===== config.mk =====
export PLATFORM = sky130hd
export DESIGN_NAME = raster_line_rle_decoder
export DESIGN_NICKNAME = d
export VERILOG_FILES = /design/src/rtl/rld_pkg.sv /design/src/rtl/raster_line_rle_decoder.sv
export SDC_FILE = /design/constraint.sdc
export NUM_CORES = 1
export LEC_CHECK = 0
export BUFFER_PORTS_ARGS = -buffer_cell sky130_fd_sc_hd__buf_4
export CORE_MARGIN = 8
export CORE_UTILIZATION = 30
export CTS_BUF_LIST = sky130_fd_sc_hd__clkbuf_8
export DETAILED_ROUTE_END_ITERATION = 7
export GPL_TIMING_DRIVEN = 0
export SKIP_LAST_GASP = 1
export SLEW_MARGIN = 5
export SYNTH_ARGS = -nofsm -noshare
export SYNTH_HDL_FRONTEND = slang
export SYNTH_SLANG_ARGS = --single-unit

===== constraint.sdc =====
create_clock -name clock -period 14.9 [get_ports clock]
set_clock_uncertainty 0.2 [all_clocks]
set_input_delay 1.49 -clock clock [delete_from_list [all_inputs] [get_ports clock]]
set_output_delay 1.49 -clock clock [all_outputs]
set_load 0.005 [all_outputs]

===== src/rtl/rld_pkg.sv =====
`default_nettype none

package rld_pkg;

   localparam int MAX_WIDTH = 8192;

   localparam int COL_W  = 14;
   localparam int LINE_W = 16;
   localparam int CNT_W  = 9;
   localparam int BPP_W  = 3;
   localparam int CSR_IDX_W = 2;
   localparam int CSR_DATA_W = 16;

   localparam int QUEUE_DEPTH = 4;
   localparam int QPTR_W = $clog2(QUEUE_DEPTH);
   localparam int QCNT_W = QPTR_W + 1;

   localparam logic [CSR_IDX_W-1:0] CSR_LINE_WIDTH  = 2'd0;
   localparam logic [CSR_IDX_W-1:0] CSR_PAGE_HEIGHT = 2'd1;
   localparam logic [CSR_IDX_W-1:0] CSR_BYTES_PIXEL = 2'd2;

   localparam logic [7:0] CODE_FILL = 8'h80;

   typedef enum logic [1:0] {
      RK_SEGMENT = 2'd0,
      RK_COMMIT  = 2'd1,
      RK_STATUS  = 2'd2
   } result_kind_type;

   typedef struct packed {
      result_kind_type    kind;
      logic [12:0]        start_pos;
      logic [COL_W-1:0]   run_length;
      logic [31:0]        pixel_value;
      logic [LINE_W-1:0]  first_line;
      logic [CNT_W-1:0]   line_count;
      logic               page_done;
      logic               truncated;
      logic               last;
   } res_type;

endpackage

`default_nettype wire


===== src/rtl/raster_line_rle_decoder.sv =====
`default_nettype none

// Run-length raster line decoder. Takes one compressed byte per cycle on req_
// while req_stall is low and turns it into pixel segment descriptors, line
// commits and an end-of-stream status on rsp_. Every byte is decoded in the
// cycle it is accepted, unless a csr_ write hits a register; results are
// written into a four-entry result queue and read out onto rsp_, one result
// per clock while rsp_stall is low. A byte that finishes a line gives two
// results, and req_stall is raised while the queue has fewer than two free
// entries, so the output port is what limits a stream of line ends. A csr_
// write to a used register index also restarts decoding at the top of a page.
module raster_line_rle_decoder (
   input  wire logic                           clock,
   input  wire logic                           reset,
   input  wire logic                           csr_write,
   input  wire logic [rld_pkg::CSR_IDX_W-1:0]  csr_index,
   input  wire logic [rld_pkg::CSR_DATA_W-1:0] csr_wdata,
   input  wire logic                           req_valid,
   output logic                                req_stall,
   input  wire logic                           req_kind,
   input  wire logic [7:0]                     req_data_byte,
   output logic                                rsp_valid,
   input  wire logic                           rsp_stall,
   output logic [1:0]                          rsp_result_kind,
   output logic [12:0]                         rsp_start_pos,
   output logic [rld_pkg::COL_W-1:0]           rsp_run_length,
   output logic [31:0]                         rsp_pixel_value,
   output logic [rld_pkg::LINE_W-1:0]          rsp_first_line,
   output logic [rld_pkg::CNT_W-1:0]           rsp_line_count,
   output logic                                rsp_page_done,
   output logic                                rsp_truncated,
   output logic                                rsp_last
);

   typedef enum logic [1:0] {PH_REPEAT, PH_CODE, PH_RUN, PH_LIT} phase_type;

   localparam int COL_W  = rld_pkg::COL_W;
   localparam int LINE_W = rld_pkg::LINE_W;
   localparam int CNT_W  = rld_pkg::CNT_W;
   localparam int BPP_W  = rld_pkg::BPP_W;
   localparam int QPTR_W = rld_pkg::QPTR_W;
   localparam int QCNT_W = rld_pkg::QCNT_W;

   // configuration
   logic [COL_W-1:0]  width_ff,  width_in;
   logic [LINE_W-1:0] height_ff, height_in;
   logic [BPP_W-1:0]  bpp_ff,    bpp_in;

   // decoder state
   phase_type         phase_ff, phase_in;
   logic [LINE_W-1:0] line_index_ff, line_index_in;
   logic [COL_W-1:0]  column_ff, column_in;
   logic [CNT_W-1:0]  repeat_ff, repeat_in;
   logic [7:0]        literal_ff, literal_in;
   logic [7:0]        run_ff, run_in;
   logic [1:0]        byte_cnt_ff, byte_cnt_in;
   logic [31:0]       accum_ff, accum_in;
   logic              started_ff, started_in;

   // result queue
   rld_pkg::res_type  queue_ff [rld_pkg::QUEUE_DEPTH];
   logic [QPTR_W-1:0] wr_ptr_ff, wr_ptr_in;
   logic [QPTR_W-1:0] rd_ptr_ff, rd_ptr_in;
   logic [QCNT_W-1:0] count_ff, count_in;

   logic              accept;
   logic              pop;
   logic              push0, push1;
   rld_pkg::res_type  ent0, ent1;
   rld_pkg::res_type  head;

   logic [COL_W-1:0]  w_eff;
   logic [LINE_W-1:0] h_eff;
   logic [BPP_W-1:0]  bpp_eff;
   logic [31:0]       ones;

   logic              do_seg;
   logic [COL_W-1:0]  seg_len;
   logic [31:0]       seg_val;
   logic [COL_W-1:0]  room;
   logic [COL_W-1:0]  len_clip;
   logic [COL_W-1:0]  col_after;
   logic              full;
   logic [LINE_W-1:0] lines_left;
   logic [CNT_W-1:0]  cnt_clip;
   logic [LINE_W:0]   li_sum;
   logic              done;
   logic [31:0]       acc_next;
   logic [BPP_W-1:0]  byte_next;
   logic [7:0]        lit_dec;
   logic              cfg_hit;

   assign accept    = req_valid && !req_stall;
   assign pop       = rsp_valid && !rsp_stall;
   assign req_stall = count_ff > QCNT_W'(rld_pkg::QUEUE_DEPTH - 2);
   assign rsp_valid = count_ff != '0;
   assign head      = queue_ff[rd_ptr_ff];

   assign rsp_result_kind = head.kind;
   assign rsp_start_pos   = head.start_pos;
   assign rsp_run_length  = head.run_length;
   assign rsp_pixel_value = head.pixel_value;
   assign rsp_first_line  = head.first_line;
   assign rsp_line_count  = head.line_count;
   assign rsp_page_done   = head.page_done;
   assign rsp_truncated   = head.truncated;
   assign rsp_last        = head.last;

   // effective configuration
   always_comb begin
      w_eff = width_ff;
      if (width_ff == '0) begin
         w_eff = COL_W'(1);
      end else if (width_ff > COL_W'(rld_pkg::MAX_WIDTH)) begin
         w_eff = COL_W'(rld_pkg::MAX_WIDTH);
      end
      h_eff = (height_ff == '0) ? LINE_W'(1) : height_ff;
      bpp_eff = bpp_ff;
      if (bpp_ff == '0) begin
         bpp_eff = BPP_W'(1);
      end else if (bpp_ff > BPP_W'(4)) begin
         bpp_eff = BPP_W'(4);
      end
      case (bpp_eff)
         BPP_W'(1): ones = 32'h0000_00FF;
         BPP_W'(2): ones = 32'h0000_FFFF;
         BPP_W'(3): ones = 32'h00FF_FFFF;
         default:   ones = 32'hFFFF_FFFF;
      endcase
   end

   // byte decode
   always_comb begin
      phase_in      = phase_ff;
      line_index_in = line_index_ff;
      column_in     = column_ff;
      repeat_in     = repeat_ff;
      literal_in    = literal_ff;
      run_in        = run_ff;
      byte_cnt_in   = byte_cnt_ff;
      accum_in      = accum_ff;
      started_in    = started_ff;
      width_in      = width_ff;
      height_in     = height_ff;
      bpp_in        = bpp_ff;
      push0         = 1'b0;
      push1         = 1'b0;
      ent0          = '0;
      ent1          = '0;
      do_seg        = 1'b0;
      seg_len       = '0;
      seg_val       = '0;

      acc_next  = {accum_ff[23:0], req_data_byte};
      byte_next = BPP_W'(byte_cnt_ff) + BPP_W'(1);
      lit_dec   = literal_ff - 8'd1;

      cfg_hit = 1'b0;
      if (csr_write) begin
         case (csr_index)
            rld_pkg::CSR_LINE_WIDTH: begin
               width_in = csr_wdata[COL_W-1:0];
               cfg_hit  = 1'b1;
            end
            rld_pkg::CSR_PAGE_HEIGHT: begin
               height_in = csr_wdata[LINE_W-1:0];
               cfg_hit   = 1'b1;
            end
            rld_pkg::CSR_BYTES_PIXEL: begin
               bpp_in  = csr_wdata[BPP_W-1:0];
               cfg_hit = 1'b1;
            end
            default: cfg_hit = 1'b0;
         endcase
      end

      if (accept && !cfg_hit) begin
         if (req_kind) begin
            push0          = 1'b1;
            ent0.kind      = rld_pkg::RK_STATUS;
            ent0.truncated = started_ff;
            ent0.last      = 1'b1;
         end else begin
            case (phase_ff)
               PH_REPEAT: begin
                  repeat_in  = CNT_W'(req_data_byte) + CNT_W'(1);
                  column_in  = '0;
                  started_in = 1'b1;
                  phase_in   = PH_CODE;
               end
               PH_CODE: begin
                  if (req_data_byte == rld_pkg::CODE_FILL) begin
                     do_seg  = 1'b1;
                     seg_len = w_eff;
                     seg_val = ones;
                  end else begin
                     byte_cnt_in = '0;
                     accum_in    = '0;
                     if (!req_data_byte[7]) begin
                        run_in   = req_data_byte + 8'd1;
                        phase_in = PH_RUN;
                     end else begin
                        literal_in = 8'(9'd257 - {1'b0, req_data_byte});
                        phase_in   = PH_LIT;
                     end
                  end
               end
               default: begin
                  if (byte_next < bpp_eff) begin
                     accum_in    = acc_next;
                     byte_cnt_in = byte_next[1:0];
                  end else begin
                     accum_in    = '0;
                     byte_cnt_in = '0;
                     do_seg      = 1'b1;
                     seg_val     = acc_next;
                     if (phase_ff == PH_RUN) begin
                        phase_in = PH_CODE;
                        seg_len  = COL_W'(run_ff);
                     end else begin
                        literal_in = lit_dec;
                        phase_in   = (lit_dec == '0) ? PH_CODE : PH_LIT;
                        seg_len    = COL_W'(1);
                     end
                  end
               end
            endcase
         end
      end

      // segment clipping and line commit
      room      = (column_ff < w_eff) ? (w_eff - column_ff) : '0;
      len_clip  = (seg_len > room) ? room : seg_len;
      col_after = column_ff + len_clip;
      full      = col_after >= w_eff;
      lines_left = (line_index_ff < h_eff) ? (h_eff - line_index_ff) : '0;
      cnt_clip  = (lines_left > LINE_W'(repeat_ff)) ? repeat_ff : lines_left[CNT_W-1:0];
      li_sum    = {1'b0, line_index_ff} + (LINE_W+1)'(cnt_clip);
      done      = li_sum >= {1'b0, h_eff};

      if (do_seg) begin
         column_in = col_after;
         if (len_clip != '0) begin
            push0            = 1'b1;
            ent0.kind        = rld_pkg::RK_SEGMENT;
            ent0.start_pos   = column_ff[12:0];
            ent0.run_length  = len_clip;
            ent0.pixel_value = seg_val;
            ent0.last        = !full;
         end
         if (full) begin
            phase_in  = PH_REPEAT;
            column_in = '0;
            if (done) begin
               line_index_in = '0;
               started_in    = 1'b0;
            end else begin
               line_index_in = li_sum[LINE_W-1:0];
            end
            if (len_clip != '0) begin
               push1           = 1'b1;
               ent1.kind       = rld_pkg::RK_COMMIT;
               ent1.first_line = line_index_ff;
               ent1.line_count = cnt_clip;
               ent1.page_done  = done;
               ent1.last       = 1'b1;
            end else begin
               push0           = 1'b1;
               ent0.kind       = rld_pkg::RK_COMMIT;
               ent0.first_line = line_index_ff;
               ent0.line_count = cnt_clip;
               ent0.page_done  = done;
               ent0.last       = 1'b1;
            end
         end
      end

      // end of stream and configuration both restart the page
      if (cfg_hit || (accept && req_kind)) begin
         phase_in      = PH_REPEAT;
         line_index_in = '0;
         column_in     = '0;
         repeat_in     = CNT_W'(1);
         literal_in    = '0;
         run_in        = '0;
         byte_cnt_in   = '0;
         accum_in      = '0;
         started_in    = 1'b0;
      end

      wr_ptr_in = wr_ptr_ff + QPTR_W'(push0) + QPTR_W'(push1);
      rd_ptr_in = rd_ptr_ff + QPTR_W'(pop);
      count_in  = count_ff + QCNT_W'(push0) + QCNT_W'(push1) - QCNT_W'(pop);
   end

   always_ff @(posedge clock) begin
      if (reset) begin
         width_ff      <= COL_W'(1);
         height_ff     <= LINE_W'(1);
         bpp_ff        <= BPP_W'(3);
         phase_ff      <= PH_REPEAT;
         line_index_ff <= '0;
         column_ff     <= '0;
         repeat_ff     <= CNT_W'(1);
         literal_ff    <= '0;
         run_ff        <= '0;
         byte_cnt_ff   <= '0;
         accum_ff      <= '0;
         started_ff    <= 1'b0;
         wr_ptr_ff     <= '0;
         rd_ptr_ff     <= '0;
         count_ff      <= '0;
      end else begin
         width_ff      <= width_in;
         height_ff     <= height_in;
         bpp_ff        <= bpp_in;
         phase_ff      <= phase_in;
         line_index_ff <= line_index_in;
         column_ff     <= column_in;
         repeat_ff     <= repeat_in;
         literal_ff    <= literal_in;
         run_ff        <= run_in;
         byte_cnt_ff   <= byte_cnt_in;
         accum_ff      <= accum_in;
         started_ff    <= started_in;
         wr_ptr_ff     <= wr_ptr_in;
         rd_ptr_ff     <= rd_ptr_in;
         count_ff      <= count_in;
      end
      if (push0) begin
         queue_ff[wr_ptr_ff] <= ent0;
      end
      if (push1) begin
         queue_ff[wr_ptr_ff + QPTR_W'(1)] <= ent1;
      end
   end

endmodule

`default_nettype wire


# Yosys cells after proc, flatten, opt, wreduce, memory -nomap -nowiden
# Memory sizes are Yosys's and may differ from the RTL's. A register that Yosys moved wholly into a read port is not among the register bits.
# Index checks and enable logic that the tools add are counted.
# classes
n_eq_ne	13
n_mux	95
n_mul	0
n_bitwise	4
order_cmp	10
add_sub_neg	16
shift	0
reduce_logical	30
div_mod_pow	0
# op_table
operator	n
$mux W14	12
$mux W26	5
$mux W32	4
$pmux W32 S3	1
$mux W87	1
$pmux W32 S2	1
$mux W61	1
$mux W16	3
$mux W24	2
$mux W8	6
$pmux W24 S2	1
$mux W2	17
$mux W1	33
$pmux W14 S2	1
$add A16 B9 Y17	1
$ge A17 B16 Y1	1
$gt A16 B9 Y1	1
$logic_not A16 Y1	1
$lt A16 B16 Y1	1
$pmux W8 S2	1
$sub A16 B16 Y16	1
$add A14 B14 Y14	1
$ge A14 B14 Y1	1
$gt A14 B14 Y1	1
44 further kinds	70
# totals
n_memories	1
register_bits	124
input_bits	32
out_inout_bits	91
latch_bits	0
mem_bits_ro	0
ram_bits	356
elab_cells	184
# mem_list
name	words	width	rd	rd_clocked_by_memory_dff	write_ports	line	source
queue_ff	4	89	1	1	2	raster_line_rle_decoder.sv:61	rld_pkg::res_type queue_ff [rld_pkg::QUEUE_DEPTH];

# Depth between registers and ports, before layout
# depth
depth_word	18
ltp_mapped	49
ltp_nobuf	48

# Worst setup path before layout
# No wires, ideal clock.
# synth_timing
path_kind	input to register
startpoint	input req_data_byte[3]
endpoint	memory queue_ff[2][0] (netlist bit) (enable)
required_time_ns	14.317
n_path_buf	6
cell_stages	35
setup_ns	0.383
path_slack_ns	5.404
arrival_ns	8.913
cell_sequence	buf_2 or4_1 nor4_4 buf_2 a22oi_1 nor2_1 ha_1 a21oi_1 a21boi_0 o31ai_1 a21oi_1 inv_1 clkbuf_1 clkbuf_1 a21o_1 ha_1 a21oi_1 o21bai_1 a21oi_1 nor3b_1 o31ai_1 a21oi_1 o41ai_1 xor2_1 xnor2_1 ha_1 nand4_1 nor2_1 a221oi_1 nor2_1 o211ai_2 and3_1 buf_2 buf_2 inv_1
# synth_rtl
element	line	source
start: declaration	raster_line_rle_decoder.sv:21	input wire logic [7:0] req_data_byte,
end: declaration	raster_line_rle_decoder.sv:61	

==> impl_metrics.py <==
metrics = {
    "die": {
        "num_io_pins": 123,
        "coreArea_mm2": 0.0818,
        "dieArea_mm2": 0.0920,
        "die_x_um": 303,
        "rows": 105,
        "start_util_pct": 30.3,
        "die_y_um": 303,
    },
    "placed_design": {
        "gp_congestion": 0.912,
        "post-dp-hpwl_um": 59300,
        "io_buffer_count": 117,
    },
    "route": {
        "finalWirelength_um": 79900,
        "via_count": 20600,
        "top_layer_used": "met5",
        "wl_met3_um": 5000,
        "ant_nets": 0,
        "wire_per_inst_um": 20.6,
        "first_pass_iters": 5,
        "via_per_inst": 5.30,
        "routedLengthMet1_um": 35400,
        "drc_errors": 0,
        "drt_iter0_markers": 1749,
        "wl_met2_um": 37500,
    },
    "power_and_ir_drop": {
        "power.density_mw_per_mm2": 116,
        "p_leak_nw": 11.2,
        "power_mw": 3.34,
        "peakVddDrop_v": 0.0000558,
    },
    "yosys": {
        "yosysWarnings": 0,
        "synth_area_mm2": 0.0248,
        "synth_cell_type_count": 88,
        "synth_ff_type": "dfxtp_1",
        "syn_inst": 2535,
        "async_flop_share_pct": 0,
        "synth_nets": 2688,
        "yosys_register_bits": 480,
        "synth_edf_count": 112,
        "avgSynthCellArea_um2": 9.77,
        "yosysSeqAreaShare_pct": 43.3,
    },
    "final_layout": {
        "area_growth_pct": 16.4,
        "fillers": 8283,
        "final_layout_size_suffix_gt1_share_pct": 16.3,
        "fin_nets": 2891,
    },
    "timing": {
        "setup_viol": 0,
        "min_period_over_period_pct": 84.5,
        "tightest_slew_ns": 1.31,
        "rsz0062_at_grt": "false",
        "fmax_mhz": 79.5,
        "fin_crit_ns": 12.59,
        "finalMaxSlewViolations": 0,
        "finalHoldViolCount": 0,
        "fin_setup_tns_ns": 0,
        "max-slew-margin-rel_pct": 12.8,
    },
    "clocking": {
        "cts_resized": 0,
        "cts_num_sinks": 480,
        "cts_tree": "yes",
        "cts_root_buffer": "clkbuf_8",
        "cts.clk_slew.worst_paths_ns": 0.06,
        "cts_made_buffers": 84,
        "post_cts_buffers": 0,
        "ctsHoldBuffers": 0,
        "h-tree-depth": 3,
        "cts.path.max_buffers": 3,
        "insertion_delay_ns": 0.72,
    },
    "setup_path": {
        "path_max_fanout": 28,
        "cp_data_required_time_ns": 14.89,
        "crit_type": "flop to flop",
        "cp_top_family": "compound AO/OA/AOI/OAI gates",
        "cp-start-kind": "flop",
        "critPathSlowestCell": "a221oi_1",
        "max_stage_delay_ns": 0.71,
        "path_buf_inv": 9,
        "crit_path_end_kind": "flop",
        "critPathArrivalTime_ns": 12.57,
    },
    "global_routing": {
        "grt_max_degree": 29,
        "antenna_found_initial": 5,
        "grt_usage_pct": 17.0,
        "grt-ovfl-total": 0,
        "grt_pass1_wl_um": 122000,
        "grt_pass1_vias": 20300,
    },
    "status": {
        "status": "finished, final reports clean",
    },
    "flow_run": {
        "max_cap_viol_count": 0,
    },
    "hold_path": {
        "hp-class": "flop to flop",
    },
}
state kept, by name (all words and copies together) (netlist names):
signal and count:
height_ff 16, run_ff 8, accum_ff 24, queue_ff 356
line_index_ff 16, byte_cnt_ff 2, width_ff 14, phase_ff 2
literal_ff 8, repeat_ff 9, started_ff 1, bpp_ff 3
wr_ptr_ff 2, rd_ptr_ff 2, count_ff 3, column_ff 14
per-layer routing:
metal	global-route usage, %	vias up
li1	-	9672
met1	22.7	10100
met2	27.6	644
met3	3.09	124
met4	5.83	2
met5	0	-
area by class of cell:
type	instances	area (um^2)	share of cell area, %
Clock buffer	106	1460	5.06
Inverter	136	513	1.78
Antenna cell	5	12.5	0.0434
Multi-Input combinational cell	1738	12800	44.3
Sequential cell	480	10700	37.2
Timing Repair Buffer	117	878	3.05
Clock inverter	45	375	1.30
Buffer	181	762	2.64
Tap cell	1070	1340	4.64
power breakdown:
part | leakage, nW | total, mW | switching, mW | internal [mW]
clock | 1.02 | 1.32 | 0.575 | 0.748
combinational | 6.04 | 0.649 | 0.392 | 0.258
sequential | 4.15 | 1.37 | 0.0144 | 1.35
logic make-up (layout without fill, tap and decap cells):
kind of cell	Yosys count	in the layout	synth area share [%]
adder cells (fa/ha/maj)	123	123	6.38
AND/OR/NAND/NOR	814	814	15.4
multiplexers	133	133	9.92
other	0	5	0
AO/OA/AOI/OAI	602	602	17.5
flip-flops	480	480	43.3
buffers and inverters	317	585	5.15
XOR/XNOR	66	66	2.33
cells in the mapped netlist, types with 9 or more instances:
library cell	n	area [um^2]
dfxtp_1	368	7370
nand2_1	268	1010
nor2_1	263	987
inv_1	130	488
clkbuf_1	118	443
ha_1	115	1440
edfxtp_1	112	3360
a21oi_1	108	541
a22o_1	103	902
o21ai_0	92	460
mux4_2	89	2000
nand3_1	53	265
a22oi_1	51	383
xnor2_1	47	412
a31o_2	45	394
buf_2	39	195
nor2b_1	36	225
mux2i_1	35	350
a32o_1	34	340
and3_1	30	188
nor3_1	27	135
nor4b_1	25	219
nand4_1	24	150
a211oi_1	22	165
buf_1	19	71.3
nand2b_1	19	119
xor2_1	19	166
a21o_1	17	128
a31oi_1	17	106
o211ai_1	15	113
o21ai_1	14	70.1
nor3b_1	11	82.6
nor4_1	11	68.8
and2_1	10	62.6
o21a_1	10	75.1
mux2_2	9	101
o21bai_1	9	67.6
per-stage QoR:
stage               cells  cell area, um^2  utilization, %  setup WS, ns  hold slack, ns
CTS                  3873            28800            35.2          2.51           0.255
global route         3877            28800            35.2          1.67           0.278
finish               3878            28800            35.2          2.31           0.256
global placement     3722            27000            33.0          2.21           0.240
detailed placement   3722            27000            33.0          2.56           0.240
floorplan            2535            24800               -          5.40           0.222
layout by cell type, fill, tap and decap left out, types with 14 or more instances in the layout:
master and n:
a22oi_1 51, ha_1 115, nor3_1 27, o21ai_1 14
clkbuf_1 118, clkbuf_8 106, a32o_1 34, nand2b_1 19
a21oi_1 108, a22o_1 103, nor4b_1 25, inv_1 153
buf_1 19, and3_1 30, a31oi_1 17, xor2_1 19
dfxtp_1 368, buf_4 118, edfxtp_1 112, a21o_1 17
mux2i_1 35, buf_2 39, nor2b_1 36, xnor2_1 47
mux4_2 89, nand4_1 24, o21ai_0 92, nor2_1 263
a31o_2 45, nand3_1 53, nand2_1 267, o211ai_1 15
a211oi_1 22
worst paths after layout:
check | depth (start not counted) | end | slack [ns] | startpoint
max | 43 | queue_ff[3][9]$_DFFE_PP_ | 2.31 | width_ff[13]$_SDFFE_PP0P_
min reg2reg | 1 | queue_ff[0][88]$_SDFFE_PP0N_ | 0.26 | queue_ff[0][88]$_SDFFE_PP0N_
min | 1 | queue_ff[0][88]$_SDFFE_PP0N_ | 0.26 | queue_ff[0][88]$_SDFFE_PP0N_
max reg2reg | 43 | queue_ff[3][9]$_DFFE_PP_ | 2.31 | width_ff[13]$_SDFFE_PP0P_
(Power assumes the default switching activity.)
